===== src/rtl/core/fir8s_pkg.sv =====
`timescale 1ns / 1ps
`default_nettype none

package fir8s_pkg;

  localparam int SAMPLE_W    = 8;
  localparam int MAX_TAPS    = 8;
  localparam int TAP_IDX_W   = $clog2(MAX_TAPS);
  localparam int CFG_INDEX_W = 4;
  localparam int PROD_W      = 2 * SAMPLE_W;
  localparam int FRAC_BITS   = 7;

  localparam logic [SAMPLE_W-1:0] OFFSET = 8'h80;
  localparam int SAT_MAX = 127;
  localparam int SAT_MIN = -128;

  typedef logic signed [SAMPLE_W-1:0] sample_t;
  typedef logic signed [SAMPLE_W-1:0] weight_t;
  typedef logic signed [PROD_W-1:0]   prod_t;
  typedef logic [CFG_INDEX_W-1:0]     cfg_index_t;

endpackage

`default_nettype wire


===== src/rtl/core/fir8s_delay_line.sv =====
`timescale 1ns / 1ps
`default_nettype none

module fir8s_delay_line #(
  parameter int TAPS = 8
) (
  input  wire logic                              clk,
  input  wire logic                              rst,
  input  wire logic                              en,
  input  wire logic                              in_valid,
  input  wire logic [fir8s_pkg::SAMPLE_W-1:0]    sample_in,
  output      logic                              tap_valid,
  output      fir8s_pkg::sample_t                taps [TAPS]
);
  import fir8s_pkg::*;

  sample_t line [TAPS-1];
  sample_t cur;

  // offset binary to two's complement
  assign cur = sample_t'(sample_in ^ OFFSET);

  always_ff @(posedge clk) begin
    if (rst) begin
      tap_valid <= 1'b0;
      for (int k = 0; k < TAPS - 1; k++) begin
        line[k] <= '0;
      end
    end else if (en) begin
      tap_valid <= in_valid;
      if (in_valid) begin
        line[0] <= cur;
        for (int k = 1; k < TAPS - 1; k++) begin
          line[k] <= line[k-1];
        end
      end
    end
  end

  always_ff @(posedge clk) begin
    if (en && in_valid) begin
      taps[0] <= cur;
      for (int k = 1; k < TAPS; k++) begin
        taps[k] <= line[k-1];
      end
    end
  end

endmodule

`default_nettype wire


===== src/rtl/core/fir8s_mac.sv =====
`timescale 1ns / 1ps
`default_nettype none

module fir8s_mac #(
  parameter int TAPS = 8
) (
  input  wire logic                                                   clk,
  input  wire logic                                                   rst,
  input  wire logic                                                   en,
  input  wire logic                                                   in_valid,
  input  wire fir8s_pkg::sample_t                                     taps [TAPS],
  input  wire fir8s_pkg::weight_t                                     weights [TAPS],
  output      logic                                                   prod_valid,
  output      logic                                                   acc_valid,
  output      logic signed [fir8s_pkg::PROD_W+$clog2(TAPS)-1:0]       acc
);
  import fir8s_pkg::*;

  localparam int ACC_W = PROD_W + $clog2(TAPS);

  prod_t                   prod [TAPS];
  logic signed [ACC_W-1:0] sum;

  always_ff @(posedge clk) begin
    if (rst) begin
      prod_valid <= 1'b0;
      acc_valid  <= 1'b0;
    end else if (en) begin
      prod_valid <= in_valid;
      acc_valid  <= prod_valid;
    end
  end

  // one product per tap, all in parallel
  always_ff @(posedge clk) begin
    if (en && in_valid) begin
      for (int k = 0; k < TAPS; k++) begin
        prod[k] <= prod_t'(taps[k] * weights[k]);
      end
    end
  end

  always_comb begin
    sum = '0;
    for (int k = 0; k < TAPS; k++) begin
      sum = sum + ACC_W'(prod[k]);
    end
  end

  always_ff @(posedge clk) begin
    if (en && prod_valid) begin
      acc <= sum;
    end
  end

endmodule

`default_nettype wire


===== src/rtl/core/fir8s_sat.sv =====
`timescale 1ns / 1ps
`default_nettype none

module fir8s_sat #(
  parameter int TAPS = 8
) (
  input  wire logic                                               clk,
  input  wire logic                                               rst,
  input  wire logic                                               en,
  input  wire logic                                               in_valid,
  input  wire logic signed [fir8s_pkg::PROD_W+$clog2(TAPS)-1:0]   acc,
  output      logic                                               out_valid,
  output      logic [fir8s_pkg::SAMPLE_W-1:0]                     out_data
);
  import fir8s_pkg::*;

  localparam int ACC_W = PROD_W + $clog2(TAPS);
  localparam int SH_W  = ACC_W - FRAC_BITS;

  logic signed [SH_W-1:0] shifted;
  sample_t                clipped;

  // arithmetic shift rounds toward minus infinity
  assign shifted = SH_W'(acc >>> FRAC_BITS);

  always_comb begin
    if (shifted > SH_W'(SAT_MAX)) begin
      clipped = sample_t'(SAT_MAX);
    end else if (shifted < SH_W'(SAT_MIN)) begin
      clipped = sample_t'(SAT_MIN);
    end else begin
      clipped = sample_t'(shifted);
    end
  end

  always_ff @(posedge clk) begin
    if (rst) begin
      out_valid <= 1'b0;
    end else if (en) begin
      out_valid <= in_valid;
    end
  end

  always_ff @(posedge clk) begin
    if (en && in_valid) begin
      out_data <= clipped ^ OFFSET;
    end
  end

endmodule

`default_nettype wire


===== src/rtl/core/fir_filter_8tap_saturating.sv =====
// path: an accepted input item moves through the tap, product, sum and output registers to output item valid
// throughput: one item per cycle through the tap, product, sum and output registers while the output is not stalled
// a stalled output holds every stage, so s_axis_tready is m_axis_tready or an empty output
// reset: synchronous, active high; clears the delay line storage to signed zero (tap output
// registers are not reset), all tap weights to zero and all stage valid flags
`timescale 1ns / 1ps
`default_nettype none

module fir_filter_8tap_saturating #(
  parameter int TAPS = 8
) (
  input  wire logic                                clk,
  input  wire logic                                rst,
  input  wire logic                                s_axis_tvalid,
  output      logic                                s_axis_tready,
  input  wire logic [fir8s_pkg::SAMPLE_W-1:0]      s_axis_tdata,   // [7:0] sample_in
  output      logic                                m_axis_tvalid,
  input  wire logic                                m_axis_tready,
  output      logic [fir8s_pkg::SAMPLE_W-1:0]      m_axis_tdata,   // [7:0] sample_out
  input  wire logic                                cfg_valid,
  output      logic                                cfg_ready,
  input  wire fir8s_pkg::cfg_index_t               cfg_index,
  input  wire logic [fir8s_pkg::SAMPLE_W-1:0]      cfg_data
);
  import fir8s_pkg::*;

  localparam int ACC_W = PROD_W + $clog2(TAPS);

  weight_t                 tap_weight [MAX_TAPS];
  weight_t                 use_weight [TAPS];
  sample_t                 taps [TAPS];
  logic                    en;
  logic                    tap_valid;
  logic                    prod_valid;
  logic                    acc_valid;
  logic signed [ACC_W-1:0] acc;

  assign en            = !m_axis_tvalid || m_axis_tready;
  assign s_axis_tready = en;
  assign cfg_ready     = 1'b1;

  always_ff @(posedge clk) begin
    if (rst) begin
      for (int k = 0; k < MAX_TAPS; k++) begin
        tap_weight[k] <= '0;
      end
    end else if (cfg_valid && (cfg_index < CFG_INDEX_W'(MAX_TAPS))) begin
      tap_weight[cfg_index[TAP_IDX_W-1:0]] <= weight_t'(cfg_data);
    end
  end

  always_comb begin
    for (int k = 0; k < TAPS; k++) begin
      use_weight[k] = tap_weight[k];
    end
  end

  fir8s_delay_line #(
    .TAPS (TAPS)
  ) u_delay_line (
    .clk       (clk),
    .rst       (rst),
    .en        (en),
    .in_valid  (s_axis_tvalid),
    .sample_in (s_axis_tdata),
    .tap_valid (tap_valid),
    .taps      (taps)
  );

  fir8s_mac #(
    .TAPS (TAPS)
  ) u_mac (
    .clk        (clk),
    .rst        (rst),
    .en         (en),
    .in_valid   (tap_valid),
    .taps       (taps),
    .weights    (use_weight),
    .prod_valid (prod_valid),
    .acc_valid  (acc_valid),
    .acc        (acc)
  );

  fir8s_sat #(
    .TAPS (TAPS)
  ) u_sat (
    .clk       (clk),
    .rst       (rst),
    .en        (en),
    .in_valid  (acc_valid),
    .acc       (acc),
    .out_valid (m_axis_tvalid),
    .out_data  (m_axis_tdata)
  );

`ifndef SYNTHESIS
  a_accept_to_taps: assert property (@(posedge clk) disable iff (rst)
    s_axis_tvalid && s_axis_tready |=> tap_valid)
    else $error("accepted item did not reach tap stage");

  a_taps_to_prod: assert property (@(posedge clk) disable iff (rst)
    tap_valid && en |=> prod_valid)
    else $error("tap stage item lost before product stage");

  a_acc_to_out: assert property (@(posedge clk) disable iff (rst)
    acc_valid && en |=> m_axis_tvalid)
    else $error("sum stage item lost before output");

  a_stall_holds: assert property (@(posedge clk) disable iff (rst)
    !en && prod_valid |=> prod_valid)
    else $error("stage emptied while output stalled");
`endif

endmodule

`default_nettype wire

===== config.mk =====
export PLATFORM = sky130hd
export DESIGN_NAME = fir_filter_8tap_saturating
export DESIGN_NICKNAME = d
export VERILOG_FILES = /design/src/rtl/core/fir8s_pkg.sv /design/src/rtl/core/fir8s_delay_line.sv /design/src/rtl/core/fir8s_mac.sv /design/src/rtl/core/fir8s_sat.sv /design/src/rtl/core/fir_filter_8tap_saturating.sv
export SDC_FILE = /design/constraint.sdc
export NUM_CORES = 2
export LEC_CHECK = 0
export ABC_CLOCK_PERIOD_IN_PS = 6300
export BUFFER_PORTS_ARGS = -buffer_cell sky130_fd_sc_hd__buf_2
export CAP_MARGIN = 25
export CELL_PAD_IN_SITES_DETAIL_PLACEMENT = 1
export CELL_PAD_IN_SITES_GLOBAL_PLACEMENT = 1
export CORE_MARGIN = 2
export CORE_UTILIZATION = 47
export CTS_CLUSTER_SIZE = 8
export DETAILED_ROUTE_END_ITERATION = 7
export GPL_ROUTABILITY_DRIVEN = 1
export PLACE_DENSITY_LB_ADDON = 0.1
export SYNTH_ARGS = -nofsm -noshare
export SYNTH_HDL_FRONTEND = slang
export SYNTH_HIERARCHICAL = 1
export SYNTH_SLANG_ARGS = --single-unit

===== constraint.sdc =====
create_clock -name clk -period 6.3 [get_ports clk]
set_input_delay 1.575 -clock clk [delete_from_list [all_inputs] [get_ports clk]]
set_output_delay 1.575 -clock clk [all_outputs]
set_load 0.01 [all_outputs]

# After elaboration in Yosys (flattened, before gate mapping)
# Memory sizes are Yosys's and may differ from the RTL's. A register that Yosys moved wholly into a read port is not among the register bits.
# Index checks and enable logic that the tools add are counted.
[op_classes]
n_addsub = 7
multipliers = 8
order_cmp = 3
mux = 23
n_bitwise = 9
n_reduce_logical = 8
[ops]
columns = ["op", "count"]
rows = [
  ["multiplier 8 x 8 -> 16 bit", 8],
  ["adder 19 x 16 -> 19 bit", 5],
  ["2-to-1 mux 8 bit", 10],
  ["adder 17 x 16 -> 18 bit", 1],
  ["adder 16 x 16 -> 17 bit", 1],
  ["> comparator 12 x 8 -> 1 bit, second input constant", 1],
  ["less-than comparator 12 x 8 -> 1 bit, second input constant", 1],
  ["2-to-1 mux 1 bit", 12],
  ["OR reduction 8 bit", 1],
  ["bitwise OR 1 bit", 7],
  ["logical AND 1 bit", 5],
  ["less-than comparator 4 bit, second input constant", 1],
  ["2-to-1 mux 3 bit", 1],
  ["inverter 1 bit", 2],
  ["logical NOT 1 bit", 1],
  ["logical OR 1 bit", 1],
]
[word_totals]
reg_bits = 87
ramBits = 248
inputBits = 25
output_inout_bits = 11
elab_cells = 75
mem_count = 3
[memory_table]
columns = ["name", "words", "word_bits", "rd", "rd_ports_with_merged_regs", "write_ports", "line_no", "text"]
rows = [
  ["u_mac.prod", 8, 16, 8, 0, 8, "fir8s_mac.sv:21", "prod_t prod [TAPS];"],
  ["tap_weight", 8, 8, 8, 0, 8, "fir_filter_8tap_saturating.sv:29", "weight_t tap_weight [MAX_TAPS];"],
  ["u_delay_line.line", 7, 8, 7, 1, 7, "fir8s_delay_line.sv:17", "sample_t line [TAPS-1];"],
]

# Longest topological paths before layout
# An unclocked memory read counts as a cell.
[depth]
ltp_word = 8
ltp_mapped = 18

# By module
# Netlist, hierarchy kept.
[by_module_without_submodules]
columns = ["module", "n_inst", "cells_per_inst", "area_per_inst_um2", "seq_area_each_um2"]
rows = [
  ["fir8s_mac", 1, 2786, 27848.0, 4454.3],
  ["fir8s_delay_line", 1, 189, 4120.2, 3623.5],
  ["fir_filter_8tap_saturating", 1, 169, 2538.7, 1921.8],
  ["fir8s_sat", 1, 41, 505.5, 260.2],
]

# Worst setup path after synthesis
# No wires, ideal clock.
[synth_path]
path_kind = "in2reg"
startpoint = "input m_axis_tready"
endpoint = "memory u_mac/prod[0][0] in the netlist's numbering (enable)"
setup_time_ps = 502
t_arrival_ps = 4875
t_required_ps = 5798
setup_slack_ps = 922
stages = 2
cell_sequence = "nand2b_1 > and2_1"
[synth_lines]
columns = ["item", "line_no", "text"]
rows = [
  ["start, declared", "fir_filter_8tap_saturating.sv:18", "input wire logic m_axis_tready,"],
  ["end, declared", "fir8s_mac.sv:21", ""],
]

==> impl_metrics.json <==
{
  "drc": 4,
  "nFillCells": 7846,
  "grt_remaining_overflow": 0,
  "cts-buffers-inserted": 50,
  "die-area_sq_um": 76130,
  "postCtsHoldBufs": 0,
  "met1_length_mm": 40.34,
  "tns_ns": 0,
  "min_from": "u_delay_line/line[6][3]$_SDFFCE_PP0P_",
  "timing.final.crit_period_ns": 4.851,
  "initialDrtViolationCount": 1163,
  "firstDrtPassIters": 7,
  "timing.rr.start": "u_delay_line/taps[6]$_DFFE_PP_",
  "status": "complete, but fails checks",
  "min_path_cells": 0,
  "drt-total-wl_mm": 87.18,
  "io_pins": 36,
  "grtUsageTotal_pct": 23.86,
  "violations": "DRC",
  "syn_avg_cell_area_sq_um": 10.96,
  "post_drt_wl_per_cell_um": 20.66,
  "start_util_pct": 47.55,
  "finalSetupViolCount": 0,
  "cts_root_buf": "clkbuf_16",
  "numPortBuffers": 34,
  "critPathCaptureType": "flip-flop",
  "dieHeight_um": 275.9,
  "cp.arrival_ns": 5.18,
  "dpl_cell_area_sq_um": 36030,
  "dieWidth_um": 275.9,
  "fin_nets": 4056,
  "cp-start-kind": "flip-flop",
  "cts_tree": "yes",
  "r2r.worst_path.cells": 16,
  "path_clk_slew_ns": 0.06,
  "met2_length_mm": 41.73,
  "gp_congestion": 0.8434,
  "antenna_found_initial": 2,
  "post-dp-hpwl_mm": 71.27,
  "via_per_inst": 5.043,
  "n_antenna_cell": 0,
  "drv_slew": 0,
  "syn2layout_area_growth_pct": 7.831,
  "tightest_slew_ns": 1.113,
  "cts.sinks": 336,
  "stdcell_area_sq_um": 37470,
  "grt_setup_unrepaired": "no",
  "worstPathRequired_ns": 6.63,
  "postCtsSetupBuffers": 0,
  "syn_nets": 3985,
  "grt_pass1_wl_mm": 137.5,
  "critPathLaunch": "u_delay_line/taps[6]$_DFFE_PP_",
  "fin_worst_skew_ns": 0.03428,
  "top_layer": "met4",
  "ys_warn_count": 6,
  "wl_met3_mm": 2.977,
  "cts_resized": 0,
  "max-cap-violations": 0,
  "rows": 99,
  "syn_inst": 3170,
  "finalHoldViolCount": 0,
  "fmax_ghz": 0.2061,
  "min_period_over_period_pct": 77.00,
  "path_class": "reg -> reg",
  "grt_pass1_vias": 24026,
  "slew_headroom_pct": 25.35,
  "drive_gt1_share_pct": 5.121,
  "hold_path_class": "reg -> reg",
  "synth.cell_area_sq_um": 34750,
  "vias": 21282,
  "postRouteAntennaNets": 0,
  "cp_max_fo": 8,
  "core_sq_um": 73080,
  "clk_path_buf_depth": 3,
  "grt_max_degree": 69,
  "h-tree-depth": 2,
  "insertion_delay_ns": 0.61
}
placed cells by master, fill, tap and decap left out, drive strengths merged, types with 49 or more instances in the layout:
cell type / n
and2: 382
ha: 251
nand2: 128
xnor2: 119
fa: 539
clkbuf: 64
nor3: 75
inv: 858
nor2b: 72
nor2: 64
edfxtp: 332
buf: 49
final cells by class:
class	count	area, sq um	share of cell area (%)
multi-input cells	1940	21260	56.74
repair buffers	49	320.3	0.8548
well taps	959	1200	3.202
flip-flops and latches	336	10050	26.82
inverters	864	3243	8.654
clock buffers	64	1314	3.506
clock inverters	8	85.08	0.2270
metrics by stage:
| stage | instances | utilization [%] | hold WS, ns | setup WS, ns |
|---|---|---|---|---|
| 2_1_floorplan | 3170 | - | 0.4003 | 0.9224 |
| 3_3_place_gp | 4145 | 49.30 | 0.4093 | 1.471 |
| 3_5_place_dp | 4145 | 49.30 | 0.4124 | 1.445 |
| 4_1_cts | 4217 | 51.21 | 0.4205 | 1.422 |
| 5_1_grt | 4220 | 51.28 | 0.4329 | 1.243 |
| 6_report | 4220 | 51.28 | 0.4156 | 1.449 |
state kept, by name, indices dropped and copies added, names as in the netlist, 8 cells and up:
register,flops
u_sat/out_data,8
u_delay_line/taps,64
u_mac/prod,128
u_delay_line/line,56
u_mac/acc,12
tap_weight,64
path summary, 6_finish.rpt:
| kind | slack, ns | end |
|---|---|---|
| worst max-delay path | 1.45 | u_mac/prod[1][63]$_DFFE_PP_ |
| worst max register to register | 1.45 | u_mac/prod[1][63]$_DFFE_PP_ |
| worst min register to register | 0.42 | u_delay_line/taps[3]$_DFFE_PP_ |
| worst min-delay path | 0.42 | u_delay_line/taps[3]$_DFFE_PP_ |
per-layer routing:
layer,vias to the layer above,track usage (%)
met5,-,0
li1,9870,-
met1,10986,33.30
met2,335,40.01
met3,91,2.662
met4,0,5.942
critical path, cell delays in order (launching register included):
cell and delay (ns):
edfxtp_1 0.49, and2_1 0.24, fa_1 0.52, inv_1 0.06, fa_1 0.49, inv_1 0.05
fa_1 0.56, inv_1 0.07, fa_1 0.48, inv_1 0.04, ha_1 0.32, a21oi_1 0.15
nor2b_1 0.06, a311o_1 0.37, a311o_1 0.37, o31ai_2 0.22, xnor2_1 0.10
Power is not shown: default switching activity piles up to over one toggle a cycle in this logic, so the estimate is an artifact.
